===== src/hw/rtl/uecal_pkg.sv =====
// Shared types, codes and constant tables of the epoch-to-calendar unit.
// No dependencies; imported by the controller, the datapath, the top level and the checker.
package uecal_pkg;

	localparam int SEC_W = 39;  // magnitude of a non-negative timestamp

	localparam logic [11:0] EPOCH_YEAR = 12'd1970;
	localparam logic [6:0]  EPOCH_Y100 = 7'd70;   // 1970 mod 100
	localparam logic [8:0]  EPOCH_Y400 = 9'd370;  // 1970 mod 400
	localparam logic [2:0]  EPOCH_WDAY = 3'd4;    // 1970-01-01 was a Thursday

	localparam logic [SEC_W-1:0] SECS_DAY       = 39'd86400;
	localparam logic [SEC_W-1:0] SECS_YEAR      = 39'd31536000;
	localparam logic [SEC_W-1:0] SECS_LEAP_YEAR = 39'd31622400;
	localparam logic [16:0]      SECS_HOUR      = 17'd3600;
	localparam logic [11:0]      SECS_MIN       = 12'd60;

	// reciprocals for the time of day: hour = (s * HOUR_RECIP) >> 27, s < 86400;
	// minute = (s * MIN_RECIP) >> 17, s < 3600
	localparam logic [15:0] HOUR_RECIP = 16'd37283;
	localparam logic [11:0] MIN_RECIP  = 12'd2185;

	localparam logic [1:0] STATUS_OK    = 2'd0;
	localparam logic [1:0] STATUS_NEG   = 2'd1;
	localparam logic [1:0] STATUS_RANGE = 2'd2;

	typedef struct packed {
		logic start;
		logic year_step;
		logic month_step;
		logic day_step;
		logic hour_cap;
		logic hour_rem;
		logic min_cap;
		logic min_rem;
		logic out_load;
	} dp_cmd_t;

	typedef struct packed {
		logic neg;
		logic year_fit;
		logic year_last;
		logic month_fit;
		logic day_fit;
	} dp_sts_t;

	function automatic logic [4:0] month_len(input logic [3:0] m);
		logic [4:0] n;
		case (m)
			4'd0, 4'd2, 4'd4, 4'd6, 4'd7, 4'd9, 4'd11: n = 5'd31;
			4'd1:                                      n = 5'd28;
			4'd3, 4'd5, 4'd8, 4'd10:                   n = 5'd30;
			default:                                   n = 5'd31;
		endcase
		return n;
	endfunction

	// seconds in a month of the given length
	function automatic logic [SEC_W-1:0] month_secs(input logic [4:0] dim);
		logic [SEC_W-1:0] s;
		case (dim)
			5'd28:   s = 39'd2419200;
			5'd29:   s = 39'd2505600;
			5'd30:   s = 39'd2592000;
			default: s = 39'd2678400;
		endcase
		return s;
	endfunction

endpackage


===== src/hw/rtl/unix_epoch_to_calendar_unit.sv =====
// Top level of the epoch-to-calendar unit: joins the sequencer and the datapath.
// Depends on uecal_pkg, uecal_ctrl and uecal_dp.
//
// Converts a signed 40-bit count of seconds since 1970-01-01 00:00:00 UTC into a
// Gregorian UTC date and time: year, month (0 is January), day of month, hour, minute,
// second and weekday (0 is Sunday). A negative count returns status 1 with all other
// fields zero; an instant on or after January 1 of MAX_YEAR + 1 returns status 2 with
// all other fields zero. One item is converted at a time: ts_ready is high only while
// the unit is idle. The result sits in an output register, so the next item is taken
// while an earlier result still waits on cal_ready. After acceptance the unit runs the
// year, month and day loops, which subtract one year, month or day of seconds per cycle,
// then splits the time of day by two reciprocal multiplies in the hour capture, hour
// remainder, minute capture and minute remainder states, and loads the result register
// once it is empty or its result is taken. A negative input goes from the year state
// straight to the result; an out-of-range one leaves the year loop once it passes
// MAX_YEAR. The next item is accepted no earlier than the cycle after the result is
// loaded.
module unix_epoch_to_calendar_unit
	import uecal_pkg::*;
#(
	parameter int MAX_YEAR = 2099
) (
	input  logic               clk,
	input  logic               arst_n,
	input  logic               ts_valid,
	output logic               ts_ready,
	input  logic signed [39:0] epoch_seconds,
	output logic               cal_valid,
	input  logic               cal_ready,
	output logic [1:0]         status,
	output logic [11:0]        year,
	output logic [3:0]         month,
	output logic [4:0]         day,
	output logic [4:0]         hour,
	output logic [5:0]         minute,
	output logic [5:0]         second,
	output logic [2:0]         weekday
);

	dp_cmd_t cmd;
	dp_sts_t sts;

	// sequence the calendar loops and the time-of-day split
	uecal_ctrl u_ctrl (
		.clk       (clk),
		.arst_n    (arst_n),
		.ts_valid  (ts_valid),
		.ts_ready  (ts_ready),
		.cal_valid (cal_valid),
		.cal_ready (cal_ready),
		.sts       (sts),
		.cmd       (cmd)
	);

	// hold the working values and the result register
	uecal_dp #(
		.MAX_YEAR (MAX_YEAR)
	) u_dp (
		.clk           (clk),
		.arst_n        (arst_n),
		.cmd           (cmd),
		.sts           (sts),
		.epoch_seconds (epoch_seconds),
		.status        (status),
		.year          (year),
		.month         (month),
		.day           (day),
		.hour          (hour),
		.minute        (minute),
		.second        (second),
		.weekday       (weekday)
	);

endmodule


===== src/hw/rtl/uecal_ctrl.sv =====
// Sequencer of the epoch-to-calendar unit: year, month and day loops, time-of-day split,
// output handoff. Depends on uecal_pkg; drives uecal_dp through dp_cmd_t and reads dp_sts_t.
module uecal_ctrl
	import uecal_pkg::*;
(
	input  logic    clk,
	input  logic    arst_n,
	input  logic    ts_valid,
	output logic    ts_ready,
	output logic    cal_valid,
	input  logic    cal_ready,
	input  dp_sts_t sts,
	output dp_cmd_t cmd
);

	typedef enum logic [8:0] {
		S_IDLE  = 9'b000000001,
		S_YEAR  = 9'b000000010,
		S_MONTH = 9'b000000100,
		S_DAY   = 9'b000001000,
		S_HOUR  = 9'b000010000,
		S_HREM  = 9'b000100000,
		S_MIN   = 9'b001000000,
		S_MREM  = 9'b010000000,
		S_DONE  = 9'b100000000
	} state_t;

	state_t state_q, state_d;
	logic   out_valid_q;

	assign ts_ready  = (state_q == S_IDLE);
	assign cal_valid = out_valid_q;

	always_comb begin
		state_d = state_q;
		cmd     = '0;
		case (state_q)
			S_IDLE: begin
				if (ts_valid) begin
					cmd.start = 1'b1;
					state_d   = S_YEAR;
				end
			end
			S_YEAR: begin
				if (sts.neg) begin
					state_d = S_DONE;
				end else begin
					cmd.year_step = 1'b1;
					if (sts.year_fit) begin
						state_d = S_MONTH;
					end else if (sts.year_last) begin
						state_d = S_DONE;
					end
				end
			end
			S_MONTH: begin
				cmd.month_step = 1'b1;
				if (sts.month_fit) begin
					state_d = S_DAY;
				end
			end
			S_DAY: begin
				cmd.day_step = 1'b1;
				if (sts.day_fit) begin
					state_d = S_HOUR;
				end
			end
			S_HOUR: begin
				cmd.hour_cap = 1'b1;
				state_d      = S_HREM;
			end
			S_HREM: begin
				cmd.hour_rem = 1'b1;
				state_d      = S_MIN;
			end
			S_MIN: begin
				cmd.min_cap = 1'b1;
				state_d     = S_MREM;
			end
			S_MREM: begin
				cmd.min_rem = 1'b1;
				state_d     = S_DONE;
			end
			S_DONE: begin
				if (!out_valid_q || cal_ready) begin
					cmd.out_load = 1'b1;
					state_d      = S_IDLE;
				end
			end
			default: begin
				state_d = S_IDLE;
			end
		endcase
	end

	always_ff @(posedge clk or negedge arst_n) begin
		if (!arst_n) begin
			state_q     <= S_IDLE;
			out_valid_q <= 1'b0;
		end else begin
			state_q <= state_d;
			if (cmd.out_load) begin
				out_valid_q <= 1'b1;
			end else if (cal_ready) begin
				out_valid_q <= 1'b0;
			end
		end
	end

endmodule


===== src/hw/rtl/uecal_dp.sv =====
// Datapath of the epoch-to-calendar unit: year, month and day subtraction on the seconds
// count with leap-year and weekday tracking, time-of-day split and the result register.
// Depends on uecal_pkg.
module uecal_dp
	import uecal_pkg::*;
#(
	parameter int MAX_YEAR = 2099
) (
	input  logic               clk,
	input  logic               arst_n,
	input  dp_cmd_t            cmd,
	output dp_sts_t            sts,
	input  logic signed [39:0] epoch_seconds,
	output logic [1:0]         status,
	output logic [11:0]        year,
	output logic [3:0]         month,
	output logic [4:0]         day,
	output logic [4:0]         hour,
	output logic [5:0]         minute,
	output logic [5:0]         second,
	output logic [2:0]         weekday
);

	// calendar working state
	logic              neg_q, ovf_q;
	logic [SEC_W-1:0]  sec_q;
	logic [11:0]       year_q;
	logic [6:0]        y100_q;
	logic [8:0]        y400_q;
	logic [3:0]        month_q;
	logic [4:0]        day_q;
	logic [4:0]        hour_q;
	logic [5:0]        minute_q;
	logic [2:0]        wday_q;

	logic              leap;
	logic [4:0]        dim;
	logic [SEC_W-1:0]  ysecs;
	logic [SEC_W-1:0]  msecs;
	logic              at_max;
	logic [2:0]        wday_add;
	logic [3:0]        wday_sum;
	logic [3:0]        wday_wrap;
	logic [2:0]        wday_next;
	logic [31:0]       hour_prod;
	logic [22:0]       min_prod;
	logic [16:0]       hour_secs;
	logic [11:0]       min_secs;
	logic              res_ok;

	logic [1:0]  status_q;
	logic [11:0] year_o_q;
	logic [3:0]  month_o_q;
	logic [4:0]  day_o_q, hour_o_q;
	logic [5:0]  minute_o_q, second_o_q;
	logic [2:0]  wday_o_q;

	assign leap   = ((year_q[1:0] == 2'd0) && (y100_q != 7'd0)) || (y400_q == 9'd0);
	assign ysecs  = leap ? SECS_LEAP_YEAR : SECS_YEAR;
	assign dim    = (month_q == 4'd1) ? (5'd28 + {4'd0, leap}) : month_len(month_q);
	assign msecs  = month_secs(dim);
	assign at_max = (year_q == 12'(MAX_YEAR));

	// advance the weekday by the days just stripped, modulo 7
	always_comb begin
		if (cmd.year_step) begin
			wday_add = leap ? 3'd2 : 3'd1;
		end else if (cmd.month_step) begin
			wday_add = {1'b0, dim[1:0]};
		end else begin
			wday_add = 3'd1;
		end
	end

	assign wday_sum  = {1'b0, wday_q} + {1'b0, wday_add};
	assign wday_wrap = wday_sum - 4'd7;
	assign wday_next = (wday_sum >= 4'd7) ? wday_wrap[2:0] : wday_sum[2:0];

	// time of day by reciprocal multiplication, one product per cycle
	assign hour_prod = {15'd0, sec_q[16:0]} * {16'd0, HOUR_RECIP};
	assign min_prod  = {11'd0, sec_q[11:0]} * {11'd0, MIN_RECIP};
	assign hour_secs = {12'd0, hour_q} * SECS_HOUR;
	assign min_secs  = {6'd0, minute_q} * SECS_MIN;

	assign sts.neg       = neg_q;
	assign sts.year_fit  = (sec_q < ysecs);
	assign sts.year_last = !sts.year_fit && at_max;
	assign sts.month_fit = (sec_q < msecs) || (month_q == 4'd12);
	assign sts.day_fit   = (sec_q < SECS_DAY);

	assign res_ok = !neg_q && !ovf_q;

	// control state: flags that steer the result
	always_ff @(posedge clk or negedge arst_n) begin
		if (!arst_n) begin
			neg_q <= 1'b0;
			ovf_q <= 1'b0;
		end else if (cmd.start) begin
			neg_q <= epoch_seconds[39];
			ovf_q <= 1'b0;
		end else if (cmd.year_step && sts.year_last) begin
			ovf_q <= 1'b1;
		end
	end

	always_ff @(posedge clk) begin
		if (cmd.start) begin
			sec_q   <= epoch_seconds[38:0];
			year_q  <= EPOCH_YEAR;
			y100_q  <= EPOCH_Y100;
			y400_q  <= EPOCH_Y400;
			month_q <= '0;
			day_q   <= 5'd1;
			wday_q  <= EPOCH_WDAY;
		end else if (cmd.year_step && !sts.year_fit) begin
			sec_q  <= sec_q - ysecs;
			year_q <= year_q + 12'd1;
			y100_q <= (y100_q == 7'd99) ? 7'd0 : y100_q + 7'd1;
			y400_q <= (y400_q == 9'd399) ? 9'd0 : y400_q + 9'd1;
			wday_q <= wday_next;
		end else if (cmd.month_step && !sts.month_fit) begin
			sec_q   <= sec_q - msecs;
			month_q <= month_q + 4'd1;
			wday_q  <= wday_next;
		end else if (cmd.day_step && !sts.day_fit) begin
			sec_q  <= sec_q - SECS_DAY;
			day_q  <= day_q + 5'd1;
			wday_q <= wday_next;
		end else if (cmd.hour_rem) begin
			sec_q <= {22'd0, sec_q[16:0] - hour_secs};
		end else if (cmd.min_rem) begin
			sec_q <= {27'd0, sec_q[11:0] - min_secs};
		end

		if (cmd.hour_cap) begin
			hour_q <= hour_prod[31:27];
		end
		if (cmd.min_cap) begin
			minute_q <= min_prod[22:17];
		end

		if (cmd.out_load) begin
			status_q   <= neg_q ? STATUS_NEG : (ovf_q ? STATUS_RANGE : STATUS_OK);
			year_o_q   <= res_ok ? year_q : '0;
			month_o_q  <= res_ok ? month_q : '0;
			day_o_q    <= res_ok ? day_q : '0;
			hour_o_q   <= res_ok ? hour_q : '0;
			minute_o_q <= res_ok ? minute_q : '0;
			second_o_q <= res_ok ? sec_q[5:0] : '0;
			wday_o_q   <= res_ok ? wday_q : '0;
		end
	end

	assign status  = status_q;
	assign year    = year_o_q;
	assign month   = month_o_q;
	assign day     = day_o_q;
	assign hour    = hour_o_q;
	assign minute  = minute_o_q;
	assign second  = second_o_q;
	assign weekday = wday_o_q;

endmodule


===== config.mk =====
export PLATFORM = sky130hd
export DESIGN_NAME = unix_epoch_to_calendar_unit
export DESIGN_NICKNAME = d
export VERILOG_FILES = /design/src/hw/rtl/uecal_pkg.sv /design/src/hw/rtl/unix_epoch_to_calendar_unit.sv /design/src/hw/rtl/uecal_ctrl.sv /design/src/hw/rtl/uecal_dp.sv
export SDC_FILE = /design/constraint.sdc
export NUM_CORES = 1
export LEC_CHECK = 0
export BUFFER_PORTS_ARGS = -buffer_cell sky130_fd_sc_hd__buf_2
export CAP_MARGIN = 20
export CORE_ASPECT_RATIO = 0.75
export CORE_MARGIN = 2
export CORE_UTILIZATION = 31
export DETAILED_ROUTE_END_ITERATION = 10
export PLACE_DENSITY = 0.56
export SLEW_MARGIN = 10
export SYNTH_ARGS = -nofsm -noshare
export SYNTH_HDL_FRONTEND = slang
export SYNTH_SLANG_ARGS = --single-unit

===== constraint.sdc =====
create_clock -name clk -period 7 [get_ports clk]
set_input_delay 0.35 -clock clk [delete_from_list [all_inputs] [get_ports clk]]
set_output_delay 0.35 -clock clk [all_outputs]
set_load 0.01 [all_outputs]

# ---- Yosys cells after proc, flatten, opt, wreduce, memory -nomap -nowiden
# Memories as Yosys holds them, arrays and structs flattened. A register that Yosys moved wholly into a read port is not among the register bits.
# Cells that the tools add are included.
dict set report word_totals {
  input_bits 44
  ram_bits 0
  elab_cells 138
  latch_bits 0
  reg_bits 145
  output_inout_bits 45
  mem_bits_ro 32
  mem_count 1
}
dict set report op_classes {
  mux 45
  multipliers 4
  magnitude_cmp 4
  div 0
  n_reduce_logical 26
  n_eq_ne 22
  shift 0
  addsub 13
  bitwise_logic 2
}
# name words width rd rd_clocked_by_memory_dff wr line
set memory_table {}
lappend memory_table {{(no name shown)} 16 2 1 1 0 uecal_pkg.sv:49} ;# case (m)
# operator count
set ops {}
lappend ops {{$mux W39} 6}
lappend ops {{$pmux W9 S9} 1}
lappend ops {{$mux W9} 8}
lappend ops {{$pmux W20 S3} 1}
lappend ops {{$lt A39 B17 Y1 const B} 1}
lappend ops {{$lt A39 B22 Y1} 1}
lappend ops {{$lt A39 B39 Y1} 1}
lappend ops {{$sub A39 B17 Y39 const B} 1}
lappend ops {{$sub A39 B22 Y39} 1}
lappend ops {{$sub A39 B39 Y39} 1}
lappend ops {{$mul A17 B16 Y32 const B} 1}
lappend ops {{$mul A12 B12 Y23 const B} 1}
lappend ops {{$eq A9 B9 Y1 const B} 2}
lappend ops {{$mux W18} 1}
lappend ops {{$sub A17 B17 Y17} 1}
lappend ops {{$mux W1} 16}
lappend ops {{$eq A5 B5 Y1 const B} 3}
lappend ops {{$mux W3} 5}
lappend ops {{$mul A5 B8 Y13 const B} 1}
lappend ops {{$add A12 B1 Y12 const B} 1}
lappend ops {{$eq A12 B12 Y1 const B} 1}
lappend ops {{$sub A12 B12 Y12} 1}
lappend ops {{$mul A6 B4 Y10 const B} 1}
lappend ops {{$add A9 B1 Y9 const B} 1}
lappend ops {{other kinds (38)} 58}

# ---- Depth between registers and ports, before layout
# Gate-level depths: netlist of the first run.
dict set report logic_depth {
  ltp_word 14
  mapped_depth 21
  depth_no_buf 19
}

# ---- Hierarchy
# Synthesis of the first run repeated with hierarchy kept, for this count alone.
dict set report unflattened {
  hier_cells 1797
  hier_area_um2 16507.1
}
# module area_per_inst_um2 seq_area_each_um2 instances cells_each
set modules_own_cells {}
lappend modules_own_cells {uecal_dp 15833.9 3683.5 1 1718}
lappend modules_own_cells {uecal_ctrl 673.1 251.5 1 79}

# ---- Worst setup path before layout of the first run
# OpenSTA, ideal clock, no wires.
dict set report synth_timing {
  path_kind {register to register}
  startpoint {register u_dp.sec_q[9]}
  endpoint {register u_dp.hour_q[4] (data pin)}
  period_less_slack_ns 5.331
  required_ns 6.740
  path_buffers 0
  setup_time_ns 0.260
  setup_slack_ns 1.669
  t_arrival_ns 5.071
  path_stages_with_launch 17
  cell_sequence {edfxtp_1 > inv_1 > ha_1 > ha_1 > fa_1 > fa_1 > fa_1 > fa_1 > ha_1 > o21ai_0 > a211oi_1 > and2_1 > a22o_1 > or3_1 > a31o_2 > a21oi_1 > xnor2_1}
}
dict set report synth_between {
  elab_chain_cells 1
}
# item line
set synth_lines {}
lappend synth_lines {{from (decl)} uecal_dp.sv:26} ;# logic [SEC_W-1:0] sec_q;
lappend synth_lines {{from (signal assigned)} uecal_dp.sv:108} ;# sec_q <= epoch_seconds[38:0];
lappend synth_lines {{from (signal assigned)} uecal_dp.sv:116} ;# sec_q <= sec_q - ysecs;
lappend synth_lines {{from (signal assigned)} uecal_dp.sv:122} ;# sec_q <= sec_q - msecs;
lappend synth_lines {{$mul A17 B16 Y32} uecal_dp.sv:80} ;# assign hour_prod = {15'd0, sec_q[16:0]} * {16'd0, HOUR_RECIP};
lappend synth_lines {{named net u_dp.hour_prod[31]} uecal_dp.sv:45} ;# logic [31:0] hour_prod;
lappend synth_lines {{to (signal assigned)} uecal_dp.sv:136} ;# hour_q <= hour_prod[31:27];
lappend synth_lines {{to (decl)} uecal_dp.sv:32} ;# logic [4:0] hour_q;
# The timed path passes the listed nets, and every way through them passes these cells.
# A chain may end at the register's enable or synchronous reset.

# ---- Worst setup path after layout of the first run
dict set report layout_timing {
  startpoint {register u_dp.sec_q[13]}
  endpoint {register u_dp.hour_q[4] (data pin)}
}
# The elaborated chain is that of the path after synthesis.

==> results of run 1 <==
-- layer usage --
metal / global-route usage / vias to the layer above / part of all wire
li1: - / 6255 / -
met1: 0.268 / 6292 / 0.52
met2: 0.241 / 414 / 0.40
met3: 0.0426 / 37 / 0.076
met4: 0.0297 / 2 / 0.011
met5: 0 / - / 0.00028
-- registers in the layout, indices dropped and copies added, names as in the netlist, 6 cells and up, named ones only --
name            cells
u_ctrl.state_q      9
u_dp.sec_q         39
u_dp.minute         6
u_dp.year          12
u_dp.y400_q         9
u_dp.second         6
u_dp.y100_q         7
u_dp.year_q        12
u_dp.minute_q       6
-- cells in the final DEF, fill, tap and decap left out, types with 18 or more instances in the layout --
| master | synthesis | layout |
|---|---|---|
| a21o_1 | 21 | 21 |
| a21oi_1 | 87 | 86 |
| and2_1 | 29 | 29 |
| buf_2 | 19 | 88 |
| buf_4 | 8 | 23 |
| dfxtp_1 | 42 | 42 |
| edfxtp_1 | 93 | 93 |
| fa_1 | 79 | 79 |
| ha_1 | 299 | 299 |
| inv_1 | 183 | 183 |
| nand2_1 | 101 | 100 |
| nand3_1 | 32 | 31 |
| nand4_1 | 24 | 24 |
| nor2_1 | 98 | 97 |
| nor3_1 | 53 | 53 |
| o21ai_0 | 64 | 64 |
| o21ai_1 | 18 | 18 |
| xnor2_1 | 64 | 64 |
| xor2_1 | 44 | 44 |
-- through the flow --
stage / hold slack [ns] / worst slack (ns) / utilization
after global placement: 0.261 / 1.38 / 0.336
after floorplan: 0.0544 / 1.67 / -
after global routing: 0.101 / 1.04 / 0.348
final: 0.105 / 1.31 / 0.348
after CTS: 0.0894 / 1.32 / 0.348
after detailed placement: 0.258 / 1.31 / 0.336
-- worst max-delay path: cells and delay by family (launching register included) --
| kind | cells | cell delay (ns) |
|---|---|---|
| adders and majority gates | 7 | 2.75 |
| AOI/OAI and AO/OA | 6 | 1.16 |
| DFF | 1 | 0.74 |
| and+or+nand+nor | 1 | 0.44 |
| buffers and inverters | 2 | 0.29 |
| xor gates and xnor gates | 1 | 0.08 |
-- path summary, 6_finish.rpt --
check                               endpoint               from  slack (ns)
setup / recovery              u_dp.hour_q[4]     u_dp.sec_q[13]        1.31
min in group asynchronous  u_ctrl.state_q[6]             arst_n        0.32
setup reg to reg              u_dp.hour_q[4]     u_dp.sec_q[13]        1.31
max in group asynchronous  u_ctrl.state_q[0]             arst_n        6.39
hold reg to reg               u_dp.wday_q[0]     u_dp.wday_q[0]        0.48
hold / removal                    u_dp.neg_q  epoch_seconds[39]        0.11
-- cell type report --
| cell class | count | area [um2] |
|---|---|---|
| fillers | 5219 | 33500 |
| multi-input cells | 1311 | 11200 |
| flip-flops and latches | 147 | 3940 |
| well taps | 666 | 833 |
| inverters | 185 | 696 |
| repair buffers | 113 | 643 |
| clock buffers | 17 | 425 |
| clock inverters | 15 | 165 |
-- kinds of logic (layout without fill, tap and decap cells) --
family	Yosys count	after routing	synth area share
multiplexers	5	5	0.00312
AO/OA/AOI/OAI	352	352	0.147
flip-flops	147	147	0.245
adder cells (fa/ha/maj)	378	378	0.332
AND/OR/NAND/NOR	468	468	0.154
buffers and inverters	239	330	0.0607
XOR/XNOR	108	108	0.0589
-- what timing repair did --
action	CTS	global route
hold buffers	1	0
buffers inserted	0	0
endpoints found under the hold margin	11	0
==> results.ini, run 1 <==
[critical_path]
critPathMaxFanout=12
startpoint_type=register
crit_top_cell=ha_1
cp.required_ns=7.20
rr_worst_depth=17
path_class=register to register
crit_chain=inv_1 -> ha_1 -> inv_1 -> ha_1 -> fa_1 -> fa_1 -> fa_1 -> ha_1 -> ha_1 -> a21o_1 -> a21oi_1 -> o211ai_1 -> a22o_1 -> or3_1 -> a31o_2 -> a21oi_1 -> xnor2_1
critPathArrivalTime_ns=5.90
critical_path.max_stage_delay_ns=0.74
endpoint_kind=register
critPathSlowestCell=edfxtp_1

[logic_synthesis]
ys_top_cells_by_count=ha_1 (299), inv_1 (183), nand2_1 (101)
synth_cell_type_count=90
synthTopCellsByArea=ha_1 (23%), edfxtp_1 (17%), fa_1 (9.9%)
synth_top_area_share=0.233
syn_nets=2119
async_flop_share=0.0816
ys_seq_elements=147
synth_most_common_cell=ha_1
synth.yosys.seq_area_share=0.245
avgSynthCellArea_um2=9.46
yosysTopAreaCell=ha_1
syn_inst=1697
synth_edf_count=93
synth_area_um2=16000
yosys_warnings=0
synth_ff_type=edfxtp_1

[placed_design]
dp_cells=2421
placed_area_um2=17300
portBuffers=88
dpl.hpwl_mm=35.7
gp_congestion=0.860

[global_routing]
antenna_found_initial=1
grt_usage=0.173
overflow=0
grt_pass1_vias=12599
grt_pass1_wl_mm=72.4
grt_max_degree=47

[sta]
slew_headroom=0.369
slew_viol_final=0
worstMarginPinSlew_ns=0.947
fin_crit_sh=0.813
hold_violations=0
fmax_mhz=176
tns_ns=0
finClkSkew_ns=0.0188
min_period_ns=5.69
finalSetupViolCount=0
rsz0062_at_grt=no

[cells_and_area]
diodes=0
nets=2197
area_growth_pct=11.3
final_cell_count_no_fill=2454
fin_area_um2=17900
final_layout_size_suffix_gt1_frac=0.108

[detailed_routing]
via_per_inst=5.30
drc=0
drt-total-wl_mm=45.9
drtIter0Drc=1225
ant_nets=0
wl_per_cell_um=18.7
vias=13000
dr.pass1.iters=7

[floorplan]
core_area_um2=51300
die_w_um=267
die_h_um=201
start_util=0.313
io_pins=89
num_rows=72
die_area_um2=53600

[run]
cap_violations=0

[cts]
cts_sinks=147
cts_made_buffers=17
htree_levels=4
clk_pin_slew_ns=0.07
cts_buffer_depth=2
cts_resized=0
cts_tree=built
clkLatencyLatePin_ns=0.46
clockRootBuffer=clkbuf_16

[min_path]
whs_path_depth=3
holdCritPathClass=input pin to register

[run_status]
status=finished, final reports clean

Power of run 1 is left out: the tool's default activity adds up to more than one toggle a clock period on the data nets, which glitch-free logic cannot reach.
==> run 2, diff against run 1 <==
Settings changed: ABC_AREA set to 1.
Clock period 7 ns to 5.25 ns, I/O delays scaled along.
==> run 2 against run 1 <==
Net effect: die area grew 14%; final area grew 14%; worst setup slack lost 0.91 ns; critical endpoint unchanged; non-clock buffer count grew 8; highest routed layer unchanged; routed wire length grew 17%.
==> results.ini, run 2 <==
[cts]
cts_buffer_depth=2
clkLatencyLatePin_ns=0.47
htree_levels=4
clockRootBuffer=clkbuf_16
cts_tree=built
cts_made_buffers=17
cts_sinks=147
cts_resized=0
clk_pin_slew_ns=0.09

[cells_and_area]
fin_area_um2=20400
top_register=u_dp.sec_q
largest_reg_flops=39
diodes=0
fillers=6290
fin_util=0.347
nets=2992
area_growth_pct=11.4
final_layout_size_suffix_gt1_frac=0.0859
mostFrequentLayoutCells=nand2_1 (560), inv_1 (399), ha_1 (299)
final_common_cell=nand2_1

[global_routing]
grt_busiest_layer=met1
overflow=0
grt_pass1_vias=15086
grt_max_degree=53
grt_use_met2=0.239
use_met1=0.285
grt_usage=0.179
antenna_found_initial=5
grt_pass1_wl_mm=86.2
grtUsageMet3=0.0398

[floorplan]
num_rows=77
core_area_um2=58700
start_util=0.312
die_area_um2=61000
die_w_um=285
io_pins=89
die_h_um=214

[critical_path]
cp-startpoint=u_dp.sec_q[9]
path_class=register to register
ff2ff_setup_slack_ns=0.40
cp.required_ns=5.49
rr_worst_depth=21
crit_end=u_dp.hour_q[4]
endpoint_kind=register
critPathSlowestCell=fa_1
critical_path.max_stage_delay_ns=0.54
critPathMaxFanout=6
crit_top_cell=nor2_1
critPathArrivalTime_ns=5.09
crit_chain=inv_1 -> ha_1 -> inv_1 -> ha_1 -> inv_1 -> fa_1 -> inv_1 -> fa_1 -> fa_1 -> fa_1 -> ha_1 -> a21oi_1 -> nor2_1 -> nor2_1 -> nor2_1 -> nor2_1 -> nor2_1 -> a211oi_1 -> nand2_1 -> nand2_1 -> nand2_1
rr_startpoint=u_dp.sec_q[9]
startpoint_type=register
r2r_end=u_dp.hour_q[4]

[detailed_routing]
vias=16214
drtIter0Drc=1315
drt-total-wl_mm=53.6
dr.pass1.iters=7
ant_nets=0
via_per_inst=4.81
wl_per_cell_um=15.9
drc=0

[sta]
slew_viol_final=0
finClkSkew_ns=0.0214
setup_slack_ns=0.400
hold_violations=0
slew_headroom=0.400
finalSetupViolCount=0
fin_crit_sh=0.924
fmax_mhz=206
worstMarginPinSlew_ns=0.900
min_period_ns=4.85
tns_ns=0
rsz0062_at_grt=no

[placed_design]
pre_cts_ws_ns=0.438
gp_congestion=0.920
portBuffers=88
placed_area_um2=19700
dpl.hpwl_mm=43.0

[logic_synthesis]
synth_ff_type=edfxtp_1
synth_edf_count=93
synth_most_common_cell=nand2_1
synth_xor_area_frac=0.0417
synth_area_um2=18300
synthMuxAreaShare=0
ys_top_cells_by_count=nand2_1 (560), inv_1 (399), ha_1 (299)
synth_top_area_share=0.205
synthSimpleGateAreaFrac=0.272
synth_top_family_by_area=adder cells
syn_nets=2888
yosysTopAreaCell=ha_1
syn_inst=2466
async_flop_share=0.0816
synth_compound_area_frac=0.0819
synth_cell_type_count=59
synth-adder-area-share=0.291
avgSynthCellArea_um2=7.42
ys_seq_elements=147
synth.yosys.seq_area_share=0.215
yosys_warnings=0
synthTopCellsByArea=ha_1 (20%), edfxtp_1 (15%), nand2_1 (11%)

[run_status]
status=finished, final reports clean

[min_path]
holdCritPathClass=input pin to register

[run]
cap_violations=0

==> run 2: what timing repair did <==
action / in CTS / in global routing
hold buffers: 3 / 0
setup buffers: 0 / 0
endpoints found under the hold margin: 14 / 0
setup endpoints to repair: 0 / 0
==> run 2: cells by family (layout without fill, tap and decap cells) <==
logic type,count (synthesis),in the layout
XOR/XNOR,87,87
adder cells (fa/ha/maj),378,378
flip-flops,147,147
AO/OA/AOI/OAI,260,260
buffers and inverters,450,567
AND/OR/NAND/NOR,1144,1144
==> run 2: critical path: cells and delay by family (launching register included) <==
kind	cells	cell delay [ns]
and+or+nand+nor	8	0.60
AOI/OAI and AO/OA	2	0.41
DFF	1	0.35
adders and majority gates	7	2.98
buffers and inverters	4	0.29
==> run 2: area by class of cell <==
type	count	area, um2	share of cell area
Clock buffer	18	450	0.0221
Inverter	414	1560	0.0767
Timing Repair Buffer	121	721	0.0354
Sequential cell	147	3940	0.193
Clock inverter	14	154	0.00755
Tap cell	790	988	0.0485
Multi-Input combinational cell	1869	12600	0.617
==> run 2: worst min-delay path by stage <==
stage | end | cells after the start | startpoint
after floorplan | u_ctrl.cal_valid | 0 | arst_n
after global placement | u_ctrl.cal_valid | 1 | arst_n
after detailed placement | u_ctrl.cal_valid | 1 | arst_n
after CTS | u_dp.neg_q | 3 | epoch_seconds[39]
after global routing | u_dp.neg_q | 3 | epoch_seconds[39]
final | u_dp.neg_q | 3 | epoch_seconds[39]
==> run 2: per-stage QoR <==
step                cells  hold slack [ns]
finish               3373           0.0562
global route         3373           0.0594
CTS                  3373           0.0376
detailed placement   3338            0.170
global placement     3338            0.171
floorplan            2466          -0.0331
==> run 2: layer usage <==
metal | routed length [um] | vias to the layer above
met1 | 28700 | 7429
met3 | 3920 | 42
met5 | 61 | -
li1 | - | 8280
met4 | 667 | 10
met2 | 20200 | 453
Power of run 2 is left out for the same reason.
